<file path="src/hdl/dssf_pkg.sv">
// Shared types and constants for the discrete state-space filter.
// No dependencies; every other file of the block imports this package.
package dssf_pkg;

    // Filter order and coefficient format.
    localparam int STATE_COUNT    = 8;
    localparam int COEF_FRAC_BITS = 14;

    // Field widths of the request and response transfers.
    localparam int REQ_W        = 2;
    localparam int COEF_IDX_W   = 7;
    localparam int COEF_W       = 18;
    localparam int SAMPLE_W     = 16;
    localparam int STATE_W      = 32;

    // Coefficient table layout: A row-major, then B, then C, then D.
    localparam int SLOT_B     = STATE_COUNT * STATE_COUNT;
    localparam int SLOT_C     = SLOT_B + STATE_COUNT;
    localparam int SLOT_D     = SLOT_C + STATE_COUNT;
    localparam int COEF_COUNT = SLOT_D + 1;

    localparam int COEF_ADDR_W = $clog2(COEF_COUNT);
    localparam int IDX_W       = (STATE_COUNT > 1) ? $clog2(STATE_COUNT) : 1;
    localparam int CNT_W       = $clog2(STATE_COUNT + 1);

    // Datapath widths: one product, then the exact sum of STATE_COUNT+1 products.
    localparam int PROD_W = COEF_W + STATE_W;
    localparam int ACC_W  = PROD_W + $clog2(STATE_COUNT + 1) + 1;
    localparam int RND_W  = ACC_W - COEF_FRAC_BITS;

    // Request codes.
    localparam logic [REQ_W-1:0] REQ_WRITE  = 2'd0;
    localparam logic [REQ_W-1:0] REQ_SAMPLE = 2'd1;
    localparam logic [REQ_W-1:0] REQ_CLEAR  = 2'd2;

    typedef logic signed [COEF_W-1:0]   coef_t;
    typedef logic signed [STATE_W-1:0]  state_t;
    typedef logic signed [SAMPLE_W-1:0] sample_t;

    // Tag that travels with each product through the MAC pipeline.
    typedef struct packed {
        logic             vld;
        logic             first;
        logic             last;
        logic [CNT_W-1:0] row;
    } tag_t;

    // Finished row from the MAC: row 0 is the output y, row r is state element r-1.
    typedef struct packed {
        logic             vld;
        logic [CNT_W-1:0] row;
        logic [STATE_W-1:0] value;
        logic             sat;
    } mac_out_t;

endpackage

</file>
<file path="src/hdl/dssf_if.sv">
// Handshake interfaces for the request and response channels of the filter.
// Depends on dssf_pkg for the field widths.
interface dssf_req_if import dssf_pkg::*; ();
    logic                     valid;
    logic                     ready;
    logic [REQ_W-1:0]         req_type;
    logic [COEF_IDX_W-1:0]    coef_index;
    logic signed [COEF_W-1:0] coef_value;
    logic signed [SAMPLE_W-1:0] sample_in;

    modport source (output valid, output req_type, output coef_index,
                    output coef_value, output sample_in, input ready);
    modport sink   (input valid, input req_type, input coef_index,
                    input coef_value, input sample_in, output ready);
endinterface

interface dssf_rsp_if import dssf_pkg::*; ();
    logic                       valid;
    logic                       ready;
    logic signed [SAMPLE_W-1:0] sample_out;
    logic                       saturated;

    modport source (output valid, output sample_out, output saturated, input ready);
    modport sink   (input valid, input sample_out, input saturated, output ready);
endinterface

</file>
<file path="src/hdl/dssf_mac.sv">
// Shared multiply-accumulate unit with rounding and saturation stages.
// Depends on dssf_pkg for the tag and result types.
module dssf_mac import dssf_pkg::*;
(
    input  logic     clk,
    input  logic     rst_n,
    input  tag_t     tag_in,
    input  coef_t    coef_op,
    input  state_t   x_op,
    output mac_out_t result
);

    tag_t                     prod_tag_reg;
    logic signed [PROD_W-1:0] prod_reg;
    logic signed [PROD_W-1:0] prod_next;

    logic signed [ACC_W-1:0]  acc_reg;
    logic signed [ACC_W-1:0]  acc_next;
    logic                     done_reg;
    logic [CNT_W-1:0]         done_row_reg;

    logic signed [ACC_W-1:0]  acc_half;
    logic signed [RND_W-1:0]  rnd_reg;
    logic                     rnd_vld_reg;
    logic [CNT_W-1:0]         rnd_row_reg;

    logic [RND_W-SAMPLE_W:0]  hi_y;
    logic [RND_W-STATE_W:0]   hi_x;
    logic                     ovf_y;
    logic                     ovf_x;
    logic                     sgn;
    logic [SAMPLE_W-1:0]      y_val;
    logic [STATE_W-1:0]       x_val;
    mac_out_t                 result_next;
    mac_out_t                 result_reg;

    assign prod_next = PROD_W'(coef_op) * PROD_W'(x_op);

    always_comb
    begin
        acc_next = (prod_tag_reg.first ? '0 : acc_reg) + ACC_W'(prod_reg);
    end

    // Round half up: add half an LSB, then drop the fraction bits.
    assign acc_half = acc_reg + ACC_W'(1 << (COEF_FRAC_BITS - 1));

    // Saturation: the value fits when the target sign bit and all bits above it agree.
    always_comb
    begin
        sgn   = rnd_reg[RND_W-1];
        hi_y  = rnd_reg[RND_W-1:SAMPLE_W-1];
        hi_x  = rnd_reg[RND_W-1:STATE_W-1];
        ovf_y = !(&hi_y) && (|hi_y);
        ovf_x = !(&hi_x) && (|hi_x);
        y_val = ovf_y ? {sgn, {(SAMPLE_W-1){~sgn}}} : rnd_reg[SAMPLE_W-1:0];
        x_val = ovf_x ? {sgn, {(STATE_W-1){~sgn}}} : rnd_reg[STATE_W-1:0];
        result_next.vld = rnd_vld_reg;
        result_next.row = rnd_row_reg;
        if (rnd_row_reg == '0)
        begin
            result_next.value = {{(STATE_W-SAMPLE_W){y_val[SAMPLE_W-1]}}, y_val};
            result_next.sat   = ovf_y;
        end
        else
        begin
            result_next.value = x_val;
            result_next.sat   = ovf_x;
        end
    end

    always_ff @(posedge clk or negedge rst_n)
    begin
        if (!rst_n)
        begin
            prod_tag_reg <= '0;
            done_reg     <= 1'b0;
            rnd_vld_reg  <= 1'b0;
            result_reg   <= '0;
        end
        else
        begin
            prod_tag_reg <= tag_in;
            done_reg     <= prod_tag_reg.vld && prod_tag_reg.last;
            rnd_vld_reg  <= done_reg;
            result_reg   <= result_next;
        end
    end

    always_ff @(posedge clk)
    begin
        prod_reg     <= prod_next;
        done_row_reg <= prod_tag_reg.row;
        rnd_row_reg  <= done_row_reg;
        if (prod_tag_reg.vld)
        begin
            acc_reg <= acc_next;
        end
        rnd_reg <= acc_half[ACC_W-1:COEF_FRAC_BITS];
    end

    assign result = result_reg;

endmodule

</file>
<file path="src/hdl/discrete_state_space_filter.sv">
// Discrete state-space filter, single input and single output, fixed point.
// Depends on dssf_pkg, the dssf_req_if and dssf_rsp_if interfaces, and dssf_mac.
//
// Requests arrive on the req channel and are taken one at a time. A write
// request stores one Q3.14 coefficient (A row-major, then B, C and D); a
// slot beyond the table is dropped. A clear request zeroes the state vector.
// A sample request computes y = C*x + D*u and then x = A*x + B*u with the
// old x, and returns one transfer on the rsp channel with y saturated to 16
// bits and a flag that is set if y or any new state element clipped. Write
// and clear requests produce no response.
//
// A sample occupies the block until its response is loaded: the single
// multiplier takes one coefficient per cycle from the coefficient memory,
// and the state memory is read once per product. The response becomes
// valid in the same cycle in which the next request can be taken, and the
// block takes no other request while a sample is in progress.
//
// Reset empties both memories by clearing their valid bits, so every
// coefficient and state element reads as zero. If the receiver stalls, the
// finished response waits in the output register; the next request is still
// taken, and a later sample holds its result until the register is free.
module discrete_state_space_filter import dssf_pkg::*;
(
    input  logic       clk,
    input  logic       rst_n,
    dssf_req_if.sink   req,
    dssf_rsp_if.source rsp
);

    typedef enum logic [3:0] {
        ST_IDLE   = 4'b0001,
        ST_RUN    = 4'b0010,
        ST_DRAIN  = 4'b0100,
        ST_FINISH = 4'b1000
    } fsm_state_t;

    fsm_state_t state_reg;
    fsm_state_t state_next;

    // Coefficient memory with one valid bit per entry, cleared by reset.
    logic [COEF_W-1:0]      coef_mem [0:COEF_COUNT-1];
    logic [COEF_COUNT-1:0]  coef_vld_reg;

    // State memory in two banks: one is read while the other takes the new x.
    logic [STATE_W-1:0]     st_mem [0:1][0:STATE_COUNT-1];
    logic [1:0][STATE_COUNT-1:0] st_vld_reg;
    logic                   bank_reg;

    logic                   req_xfer;
    logic                   rsp_load;
    logic                   coef_wr;
    logic [COEF_ADDR_W-1:0] coef_wr_addr;

    // Sequencer.
    logic [CNT_W-1:0]       row_reg;
    logic [CNT_W-1:0]       term_reg;
    logic [COEF_ADDR_W-1:0] a_addr_reg;
    logic [COEF_ADDR_W-1:0] coef_rd_addr;
    logic [IDX_W-1:0]       st_rd_idx;
    logic                   term_last;
    logic                   row_last;
    tag_t                   tag_issue;
    tag_t                   tag_rd_reg;

    // Read data and operands.
    logic [COEF_W-1:0]      coef_rd_reg;
    logic                   coef_rd_vld_reg;
    logic [STATE_W-1:0]     st_rd_reg;
    logic                   st_rd_vld_reg;
    sample_t                u_reg;
    coef_t                  coef_op;
    state_t                 x_op;

    // Results.
    mac_out_t               mac_out;
    logic [CNT_W-1:0]       wr_row_m1;
    logic [IDX_W-1:0]       wr_idx;
    logic [SAMPLE_W-1:0]    y_reg;
    logic                   sat_reg;
    logic                   rsp_vld_reg;
    logic [SAMPLE_W-1:0]    out_reg;
    logic                   out_sat_reg;

    assign req.ready = (state_reg == ST_IDLE);
    assign req_xfer  = req.valid && req.ready;
    assign coef_wr   = req_xfer && (req.req_type == REQ_WRITE)
                       && ($unsigned(req.coef_index) < COEF_COUNT);
    assign coef_wr_addr = COEF_ADDR_W'(req.coef_index);

    assign term_last = (term_reg == CNT_W'(STATE_COUNT));
    assign row_last  = (row_reg == CNT_W'(STATE_COUNT));
    assign rsp_load  = (state_reg == ST_FINISH) && (!rsp_vld_reg || rsp.ready);

    // Row 0 is the output row (C then D); row r is state row r-1 (A then B).
    always_comb
    begin
        if (term_last)
        begin
            coef_rd_addr = (row_reg == '0) ? COEF_ADDR_W'(SLOT_D)
                         : COEF_ADDR_W'(SLOT_B - 1) + COEF_ADDR_W'(row_reg);
            st_rd_idx    = '0;
        end
        else
        begin
            coef_rd_addr = (row_reg == '0) ? COEF_ADDR_W'(SLOT_C) + COEF_ADDR_W'(term_reg)
                         : a_addr_reg;
            st_rd_idx    = term_reg[IDX_W-1:0];
        end
        tag_issue.vld   = (state_reg == ST_RUN);
        tag_issue.first = (term_reg == '0);
        tag_issue.last  = term_last;
        tag_issue.row   = row_reg;
    end

    always_comb
    begin
        state_next = state_reg;
        case (state_reg)
            ST_IDLE:
            begin
                if (req_xfer && (req.req_type == REQ_SAMPLE))
                begin
                    state_next = ST_RUN;
                end
            end
            ST_RUN:
            begin
                if (row_last && term_last)
                begin
                    state_next = ST_DRAIN;
                end
            end
            ST_DRAIN:
            begin
                if (mac_out.vld && (mac_out.row == CNT_W'(STATE_COUNT)))
                begin
                    state_next = ST_FINISH;
                end
            end
            ST_FINISH:
            begin
                if (rsp_load)
                begin
                    state_next = ST_IDLE;
                end
            end
            default:
            begin
                state_next = ST_IDLE;
            end
        endcase
    end

    always_ff @(posedge clk or negedge rst_n)
    begin
        if (!rst_n)
        begin
            state_reg  <= ST_IDLE;
            row_reg    <= '0;
            term_reg   <= '0;
            a_addr_reg <= '0;
            tag_rd_reg <= '0;
            bank_reg   <= 1'b0;
        end
        else
        begin
            state_reg  <= state_next;
            tag_rd_reg <= tag_issue;
            if (state_reg == ST_IDLE)
            begin
                row_reg    <= '0;
                term_reg   <= '0;
                a_addr_reg <= '0;
            end
            else if (state_reg == ST_RUN)
            begin
                if (term_last)
                begin
                    term_reg <= '0;
                    row_reg  <= row_reg + CNT_W'(1);
                end
                else
                begin
                    term_reg <= term_reg + CNT_W'(1);
                    if (row_reg != '0)
                    begin
                        a_addr_reg <= a_addr_reg + COEF_ADDR_W'(1);
                    end
                end
            end
            if (rsp_load)
            begin
                bank_reg <= ~bank_reg;
            end
        end
    end

    // Coefficient memory: written by requests, read by the sequencer.
    always_ff @(posedge clk)
    begin
        if (coef_wr)
        begin
            coef_mem[coef_wr_addr] <= req.coef_value;
        end
        coef_rd_reg <= coef_mem[coef_rd_addr];
    end

    // State memory: the read bank feeds the products, the other bank takes new x.
    assign wr_row_m1 = mac_out.row - CNT_W'(1);
    assign wr_idx    = wr_row_m1[IDX_W-1:0];

    always_ff @(posedge clk)
    begin
        if (mac_out.vld && (mac_out.row != '0))
        begin
            st_mem[~bank_reg][wr_idx] <= mac_out.value;
        end
        st_rd_reg <= st_mem[bank_reg][st_rd_idx];
    end

    always_ff @(posedge clk or negedge rst_n)
    begin
        if (!rst_n)
        begin
            coef_vld_reg    <= '0;
            st_vld_reg      <= '0;
            coef_rd_vld_reg <= 1'b0;
            st_rd_vld_reg   <= 1'b0;
        end
        else
        begin
            coef_rd_vld_reg <= coef_vld_reg[coef_rd_addr];
            st_rd_vld_reg   <= st_vld_reg[bank_reg][st_rd_idx];
            if (coef_wr)
            begin
                coef_vld_reg[coef_wr_addr] <= 1'b1;
            end
            if (req_xfer && (req.req_type == REQ_CLEAR))
            begin
                st_vld_reg <= '0;
            end
            else if (mac_out.vld && (mac_out.row != '0))
            begin
                st_vld_reg[~bank_reg][wr_idx] <= 1'b1;
            end
        end
    end

    // Operand selection: an entry never written reads as zero.
    always_comb
    begin
        coef_op = coef_rd_vld_reg ? coef_t'(coef_rd_reg) : '0;
        if (tag_rd_reg.last)
        begin
            x_op = STATE_W'(u_reg);
        end
        else
        begin
            x_op = st_rd_vld_reg ? state_t'(st_rd_reg) : '0;
        end
    end

    dssf_mac u_mac
    (
        .clk     (clk),
        .rst_n   (rst_n),
        .tag_in  (tag_rd_reg),
        .coef_op (coef_op),
        .x_op    (x_op),
        .result  (mac_out)
    );

    // Sample capture, output row and saturation flag.
    always_ff @(posedge clk)
    begin
        if (req_xfer && (req.req_type == REQ_SAMPLE))
        begin
            u_reg <= req.sample_in;
        end
        if (mac_out.vld && (mac_out.row == '0))
        begin
            y_reg <= mac_out.value[SAMPLE_W-1:0];
        end
        if (rsp_load)
        begin
            out_reg     <= y_reg;
            out_sat_reg <= sat_reg;
        end
    end

    always_ff @(posedge clk or negedge rst_n)
    begin
        if (!rst_n)
        begin
            sat_reg     <= 1'b0;
            rsp_vld_reg <= 1'b0;
        end
        else
        begin
            if (state_reg == ST_IDLE)
            begin
                sat_reg <= 1'b0;
            end
            else if (mac_out.vld && mac_out.sat)
            begin
                sat_reg <= 1'b1;
            end
            if (rsp_load)
            begin
                rsp_vld_reg <= 1'b1;
            end
            else if (rsp.ready)
            begin
                rsp_vld_reg <= 1'b0;
            end
        end
    end

    assign rsp.valid      = rsp_vld_reg;
    assign rsp.sample_out = out_reg;
    assign rsp.saturated  = out_sat_reg;

    // Finished rows only come out of the MAC while a sample is in flight.
    assert property (@(posedge clk) disable iff (!rst_n)
        mac_out.vld |-> (state_reg == ST_RUN || state_reg == ST_DRAIN))
        else $error("MAC result outside of a sample computation");

    // A response appears only when a sample computation has completed.
    assert property (@(posedge clk) disable iff (!rst_n)
        $rose(rsp_vld_reg) |-> $past(state_reg == ST_FINISH))
        else $error("Response raised without a finished sample");

    // The state banks swap only when a sample's response is loaded.
    assert property (@(posedge clk) disable iff (!rst_n)
        (bank_reg != $past(bank_reg)) |-> $past(rsp_load))
        else $error("State bank swapped outside of sample completion");

endmodule

</file>
<file path="src/flat_wrapper.sv">
// flat-port wrapper written by rule: the top's interface ports become plain ports
module discrete_state_space_filter_flat import dssf_pkg::*;
  (clk, rst_n, req_valid, req_req_type, req_coef_index, req_coef_value, req_sample_in, req_ready, rsp_valid, rsp_sample_out, rsp_saturated, rsp_ready);
  dssf_req_if req_i ();
  dssf_rsp_if rsp_i ();
  input  logic clk;
  input  logic rst_n;
  input wire logic [$bits(req_i.valid)-1:0] req_valid;
  input wire logic [$bits(req_i.req_type)-1:0] req_req_type;
  input wire logic [$bits(req_i.coef_index)-1:0] req_coef_index;
  input wire logic [$bits(req_i.coef_value)-1:0] req_coef_value;
  input wire logic [$bits(req_i.sample_in)-1:0] req_sample_in;
  output wire logic [$bits(req_i.ready)-1:0] req_ready;
  output wire logic [$bits(rsp_i.valid)-1:0] rsp_valid;
  output wire logic [$bits(rsp_i.sample_out)-1:0] rsp_sample_out;
  output wire logic [$bits(rsp_i.saturated)-1:0] rsp_saturated;
  input wire logic [$bits(rsp_i.ready)-1:0] rsp_ready;
  assign req_i.valid = req_valid;
  assign req_i.req_type = req_req_type;
  assign req_i.coef_index = req_coef_index;
  assign req_i.coef_value = req_coef_value;
  assign req_i.sample_in = req_sample_in;
  assign req_ready = req_i.ready;
  assign rsp_valid = rsp_i.valid;
  assign rsp_sample_out = rsp_i.sample_out;
  assign rsp_saturated = rsp_i.saturated;
  assign rsp_i.ready = rsp_ready;
  discrete_state_space_filter u_core (.clk(clk), .rst_n(rst_n), .req(req_i), .rsp(rsp_i));
endmodule
</file>
<file path="config.mk">
export PLATFORM = sky130hd
export DESIGN_NAME = discrete_state_space_filter_flat
export DESIGN_NICKNAME = d
export VERILOG_FILES = /design/src/hdl/dssf_pkg.sv /design/src/hdl/dssf_if.sv /design/src/hdl/dssf_mac.sv /design/src/hdl/discrete_state_space_filter.sv /design/src/flat_wrapper.sv
export SDC_FILE = /design/constraint.sdc
export NUM_CORES = 2
export LEC_CHECK = 0
export ABC_AREA = 1
export BUFFER_PORTS_ARGS = -buffer_cell sky130_fd_sc_hd__clkbuf_2
export CAP_MARGIN = 20
export CORE_MARGIN = 10
export CORE_UTILIZATION = 35
export CTS_CLUSTER_DIAMETER = 80
export DETAILED_ROUTE_END_ITERATION = 10
export GPL_ROUTABILITY_DRIVEN = 0
export PLACE_DENSITY = 0.48
export SYNTH_ARGS = -nofsm -noshare
export SYNTH_HDL_FRONTEND = slang
export SYNTH_SLANG_ARGS = --single-unit
</file>
<file path="constraint.sdc">
create_clock -name clk -period 8.8 [get_ports clk]
set_clock_uncertainty 0.05 [all_clocks]
set_input_delay 0.44 -clock clk [delete_from_list [all_inputs] [get_ports clk]]
set_output_delay 0.44 -clock clk [all_outputs]
set_load 0.01 [all_outputs]
</file>
* Word level (Yosys, flattened, before mapping)
Memory sizes are Yosys's and may differ from the RTL's. A register that Yosys moved wholly into a read port is not among the register bits.
Index checks and enable logic that the tools add are counted.
** Word-level totals
- Register bits :: 410
- RAM bits :: 1970
- Output and inout port bits :: 19
- Logic and storage cells :: 175
- Memories :: 2
** Operators by class
- Add/subtract/negate cells :: 8
- Multipliers :: 1
- Magnitude comparators :: 13
- Eq/ne operators :: 14
- Muxes and demuxes :: 53
- Bitwise operators :: 6
- Reduce and logical (&&, ||, !) cells :: 42
** Memory list
- u_core.coef_mem :: depth 81, bits a word 18, read ports 1, clocked after Yosys merged registers in 1, wr ports 1, RTL line discrete_state_space_filter.sv:41 : logic [COEF_W-1:0] coef_mem [0:COEF_COUNT-1];
- u_core.st_mem :: depth 2, bits a word 256, read ports 1, clocked after Yosys merged registers in 0, wr ports 1, RTL line discrete_state_space_filter.sv:45 : logic [STATE_W-1:0] st_mem [0:1][0:STATE_COUNT-1];
** Operator list (count)
- 256-bit two-way mux :: 1
- 32-bit two-way mux :: 6
- 32-bit binary-select mux with 3-bit select :: 1
- 32-bit demux with 3-bit select :: 1
- 81-bit bitwise OR :: 1
- 55-bit by 15-bit adder with 55-bit output, second input constant :: 1
- 55-bit adder :: 1
- 55-bit two-way mux :: 1
- 18-bit by 32-bit multiplier with 50-bit output :: 1
- 7-bit two-way mux :: 7
- 16-bit two-way mux :: 3
- 4-bit two-way mux :: 10
- 33-bit two-way mux :: 1
- 26-bit AND reduction :: 1
- 26-bit OR reduction :: 1
- 8-bit two-way mux :: 3
- 1-bit logical AND :: 18
- 18-bit two-way mux :: 1
- 4-bit equality test, second input constant :: 4
- 4-bit logical NOT :: 4
- 7-bit by 8-bit less-than comparator with 1-bit output, second input constant :: 2
- 16-bit bitwise OR :: 1
- 4-bit one-hot mux with 4 select lines :: 1
- 2-bit nonzero test :: 6
- 38 further kinds :: 60

* Depth between registers and ports, before layout
- Depth in word-level cells :: 10
- Mapped depth :: 34
- Depth with buffers taken out :: 32

* Modules after synthesis
From an unflattened synthesis, not the netlist that was laid out.
** Second synthesis, totals
- Cell total of the unflattened synthesis :: 13333
- Area, all modules :: 126296.1 um^2
** By module, submodules not included
- discrete_state_space_filter :: instances 1, cells each 8619, area each 92628.8 um^2, seq. area each 64833.4 um^2
- dssf_mac :: instances 1, cells each 4714, area each 33667.3 um^2, seq. area each 4809.6 um^2

* Least setup slack after synthesis
Ideal clock, no wire load.
- Kind :: register to register
- From :: register u_core.tag_rd_reg[4] (netlist name)
- To :: register u_core.u_mac.prod_reg[45]
- Data arrival time :: 6.268 ns
- Data required time :: 8.629 ns
- Path slack :: 2.361 ns
- Stages on the path, launching flop included :: 27
- Path buffers :: 0
- Period minus slack after synthesis :: 6.439 ns
- Path through :: dfrtp_1 > nor2_1 > inv_1 > o22ai_1 > clkinv_1 > nor2_1 > fa_1 > inv_1 > fa_1 > fa_1 > inv_1 > fa_1 > fa_1 > inv_1 > fa_1 > inv_1 > ha_1 > a21o_1 > a21boi_0 > o21ai_0 > nand3_1 > nand3_1 > nand3_1 > nand2_1 > nand2_1 > nand3_1 > xor2_1
** Between the ends
- Cells in the longest elaborated chain, start to end :: 2
** RTL lines
- start, declared :: RTL line discrete_state_space_filter.sv:63 : tag_t tag_rd_reg;
- start signal, assigned :: RTL line discrete_state_space_filter.sv:168 : tag_rd_reg <= tag_issue;
- 32-bit two-way mux :: RTL line discrete_state_space_filter.sv:253 : if (tag_rd_reg.last)
- 18-bit by 32-bit multiplier with 50-bit output :: RTL line dssf_mac.sv:37 : assign prod_next = PROD_W'(coef_op) * PROD_W'(x_op);
- net u_core.u_mac.prod_next[45] :: RTL line dssf_mac.sv:15 : logic signed [PROD_W-1:0] prod_next;
- end signal, assigned :: RTL line dssf_mac.sv:91 : prod_reg <= prod_next;
- end, declared :: RTL line dssf_mac.sv:14 : logic signed [PROD_W-1:0] prod_reg;
The timed path passes the listed nets, and every way through them passes these cells.
A chain may end at the register's enable or synchronous reset.

* Worst setup path in the final report
- From :: register u_core.tag_rd_reg[4] (netlist name)
- To :: register u_core.u_mac.prod_reg[44]
Same word-level chain as after synthesis.

==> impl_results.md <==
- Status: finished, final reports clean
- Clock slew at reported path FFs: 60 ps
- Final Util: 0.3964
- Part of the power in registers: 0.316
- DR iter-0 viols: 7051
- Max FFs per register: 1458
- Pwr Density: 321.9 nW/um2
- Die width: 609.6 um
- Mean Syn Cell Area: 10.56 um2
- # rows: 216
- Non-Filler Instances: 16360
- CTS tree: done
- Clock power frac: 0.262
- Sequential area share after synthesis: 0.5724
- Fillers: 33540
- Core Area: 346200 um2
- Met3 wire len: 21250 um
- Comb power frac: 0.421
- Global-route usage over all layers: 0.2013
- CTS Buf Count: 284
- Setup WS pre-CTS: 382.2 ps
- Vias in the first global route: 83280
- WP data arrival: 9240 ps
- Synth top cells by count: nand2_1, edfxtp_1, inv_1
- Max Fclk: 0.1174 GHz
- Actual slew at the worst max-slew pin: 1125 ps
- Initial Util: 0.3514
- Placed cell area: 127600 um2
- Detail Placement HPWL: 239500 um
- CP Capture Type: flip-flop
- Worst hold path class: in2async
- Avg WL per Cell: 23.65 um
- Root buffer selected by CTS: clkbuf_16
- Buf+Inv Stages, Crit Path: 7
- Crit Path Category: reg2reg
- Cell breakdown of the critical path: nand2_1 > clkinv_1 > a21oi_1 > inv_1 > nand2_1 > fa_1 > fa_1 > fa_1 > inv_1 > fa_1 > fa_1 > inv_1 > fa_1 > inv_1 > ha_1 > nand2_1 > nor2_1 > inv_1 > nor2_1 > inv_1 > nor3_1 > nand4_1 > nand3_1 > xor2_1
- Post-route ant nets: 0
- Ports: 66
- Layout cells sized above 1: 0.07875
- DRC errors left: 0
- #FFs+latches synth: 2398
- First-pass DRT Iterations: 8
- Area delta synth->final: 12.80%
- Gate Count Post-Synth: 11520
- Max-slew violation count: 0
- Crit path launch type: flip-flop
- Placed insts: 15790
- Pint: 25.31 mW
- Count of cell types in the netlist: 54
- WP data required: 9520 ps
- Top-count cell post-synth: nand2_1
- Hold slack: 54.28 ps
- Prevailing post-synth register cell: edfxtp_1
- Final Net Count: 12330
- Post-Synthesis Net Count: 12310
- Fin. Hold Viols: 0
- Highest metal used: met5
- Max Cap Viol: 0
- H-tree depth: 5
- Synth area leaders: edfxtp_1, fa_1, nand2_1
- Post-layout minimum cycle time: 8520 ps
- Slew HR: 0.2495
- Via density: 5.119
- Largest delay share family, worst path: adder cells
- Setup TNS after final layout: 0 ps
- Synth Warn #: 0
- Gr ovfl total: 0
- Via Count: 83740
- Psw: 18.86 mW
- Pin count of the biggest net entering global routing: 164
- Die Y: 609.6 um
- Crit share post-route: 0.9681
- Maximum vdd drop: 0.3177 mV
- Cell taking the most area after synthesis: edfxtp_1
- CP max-delay cell: a21oi_1
- Tot Pwr: 44.17 mW
- First-pass GRT wire length: 568200 um
- Initial antenna violation count: 18
- WL met2: 187300 um
- # setup viols final: 0
- Sw Ratio: 0.4270
- Worst skew pair latency: 900 ps
- Fin worst setup slack: 280.4 ps
- Synth top area share: 0.5119
- Leak pwr: 54.59 nW
- Fin area: 137200 um2
- Slowest cell delay on critical path: 1140 ps
- Final wirelength: 386900 um
- Num Clock Sinks: 2398
- Critical-path maximum fanout: 17
- Ys async rst share: 0.07298
- PortBufs: 65
- Clk buf depth: 4
- Unrepaired setup endpoints after global routing: no
- Number of synthesized flops with an enable pin: 2074
- Syn Std Cell Area: 121700 um2
- M1 WL: 162400 um
- Die area: 371600 um2
[placed cells by master, fill, tap and decap left out, types with 13 or more instances in the layout]
cell type      Yosys  final
clkbuf_2           0     46
a21o_1            21     21
a31oi_1          185    185
a221oi_1          28     28
bufinv_16          0     14
or2_2             99     99
nor4_1            25     25
clkbuf_1         264     73
clkbuf_16          0    290
buf_12             0     13
clkinv_1          20     46
buf_4             18    215
o21ai_0          365    363
fa_1             554    554
o22ai_1           15     14
dfxtp_1          149    149
clkbuf_8           0     35
dfrtp_1          174    170
xnor2_1           35     35
nand3b_1         411    411
o211ai_1         125    125
nor2_1           676    608
nand4_1           88     88
inv_1           1660   1658
buf_8              0     18
nor3_1            45     43
edfxtp_1        2074   2074
ha_1             184    184
nand2_1         2315   2310
o21bai_1          46     46
a22oi_1           15     15
clkinv_2           0     46
nand3_1         1281   1276
nor2_2             5     57
nor2_4             1     17
dlygate4sd3_1      0     37
a21oi_1          159    158
xor2_1           108    108
[worst register-to-register path, cell delays in order, from the launching register on]
cell and delay (ps):
dfrtp_1 420, nand2_1 80, clkinv_1 610, a21oi_1 1150
inv_1 630, nand2_1 260, fa_1 470, fa_1 490
fa_1 550, inv_1 50, fa_1 530, fa_1 500
inv_1 50, fa_1 510, inv_1 50, ha_1 400
nand2_1 150, nor2_1 250, inv_1 110, nor2_1 90
inv_1 60, nor3_1 350, nand4_1 160, nand3_1 200
xor2_1 230
[metal layers]
layer / GRT usage / vias to the layer above
li1: - / 38390
met1: 0.2639 / 42010
met2: 0.3416 / 2668
met3: 0.02575 / 663
met4: 0.07450 / 6
met5: 0 / -
[layout make-up]
| class | instances | area, um2 | area share |
|---|---|---|---|
| clock buffer | 398 | 8013 | 0.05838 |
| antenna | 9 | 22.52 | 0.0001641 |
| inverter | 1687 | 6364 | 0.04637 |
| timing repair buffer | 338 | 2993 | 0.02181 |
| clock inverter | 116 | 1094 | 0.007968 |
| sequential | 2398 | 69650 | 0.5075 |
| multi-input combinational | 6834 | 43380 | 0.3161 |
| tap | 4578 | 5728 | 0.04174 |
[cells by family after synthesis]
kind of cell,Yosys count,share of synthesized area
XOR/XNOR,143,0.01029
flip-flops,2398,0.5724
adder cells (fa/ha/maj),738,0.1101
AND/OR/NAND/NOR,4959,0.1843
AO/OA/AOI/OAI,994,0.04878
buffers and inverters,2289,0.07420
[timing repair]
action,4_1_cts,5_1_grt
setup endpoints to repair,0,3
hold buffers,35,2
setup buffers,0,0
endpoints found under the hold margin,376,51
gates resized for setup,0,1
[power groups by stage]
stage / logic [mW] / clock network, mW / registers (mW)
after CTS: 18.7 / 11.8 / 14.0
after global routing: 20.3 / 12.3 / 14.0
after detailed placement: 18.5 / 0 / 14.2
final: 18.6 / 11.6 / 14.0
after global placement: 18.4 / 0 / 14.2
after floorplan: 11.7 / 0 / 13.7
[final timing paths]
check,start,endpoint,slack (ps),depth (start not counted)
max,u_core.tag_rd_reg[4]$_DFF_PN0_,u_core.u_mac.prod_reg[44]$_DFF_P_,280,24
min,rst_n,u_core.coef_vld_reg[50]$_DFFE_PN0P_,50,2
max reg2reg,u_core.tag_rd_reg[4]$_DFF_PN0_,u_core.u_mac.prod_reg[44]$_DFF_P_,280,24
min reg2reg,u_core.u_mac.done_row_reg[1]$_DFF_P_,u_core.u_mac.rnd_row_reg[1]$_DFF_P_,280,0
max in group asynchronous,rst_n,u_core.u_mac.prod_tag_reg[5]$_DFF_PN0_,7220,3
min in group clk,req_coef_value[1],u_core.coef_mem[0][1]$_DFFE_PP_,90,1
No activity file was read; power rests on OpenSTA's default activity.
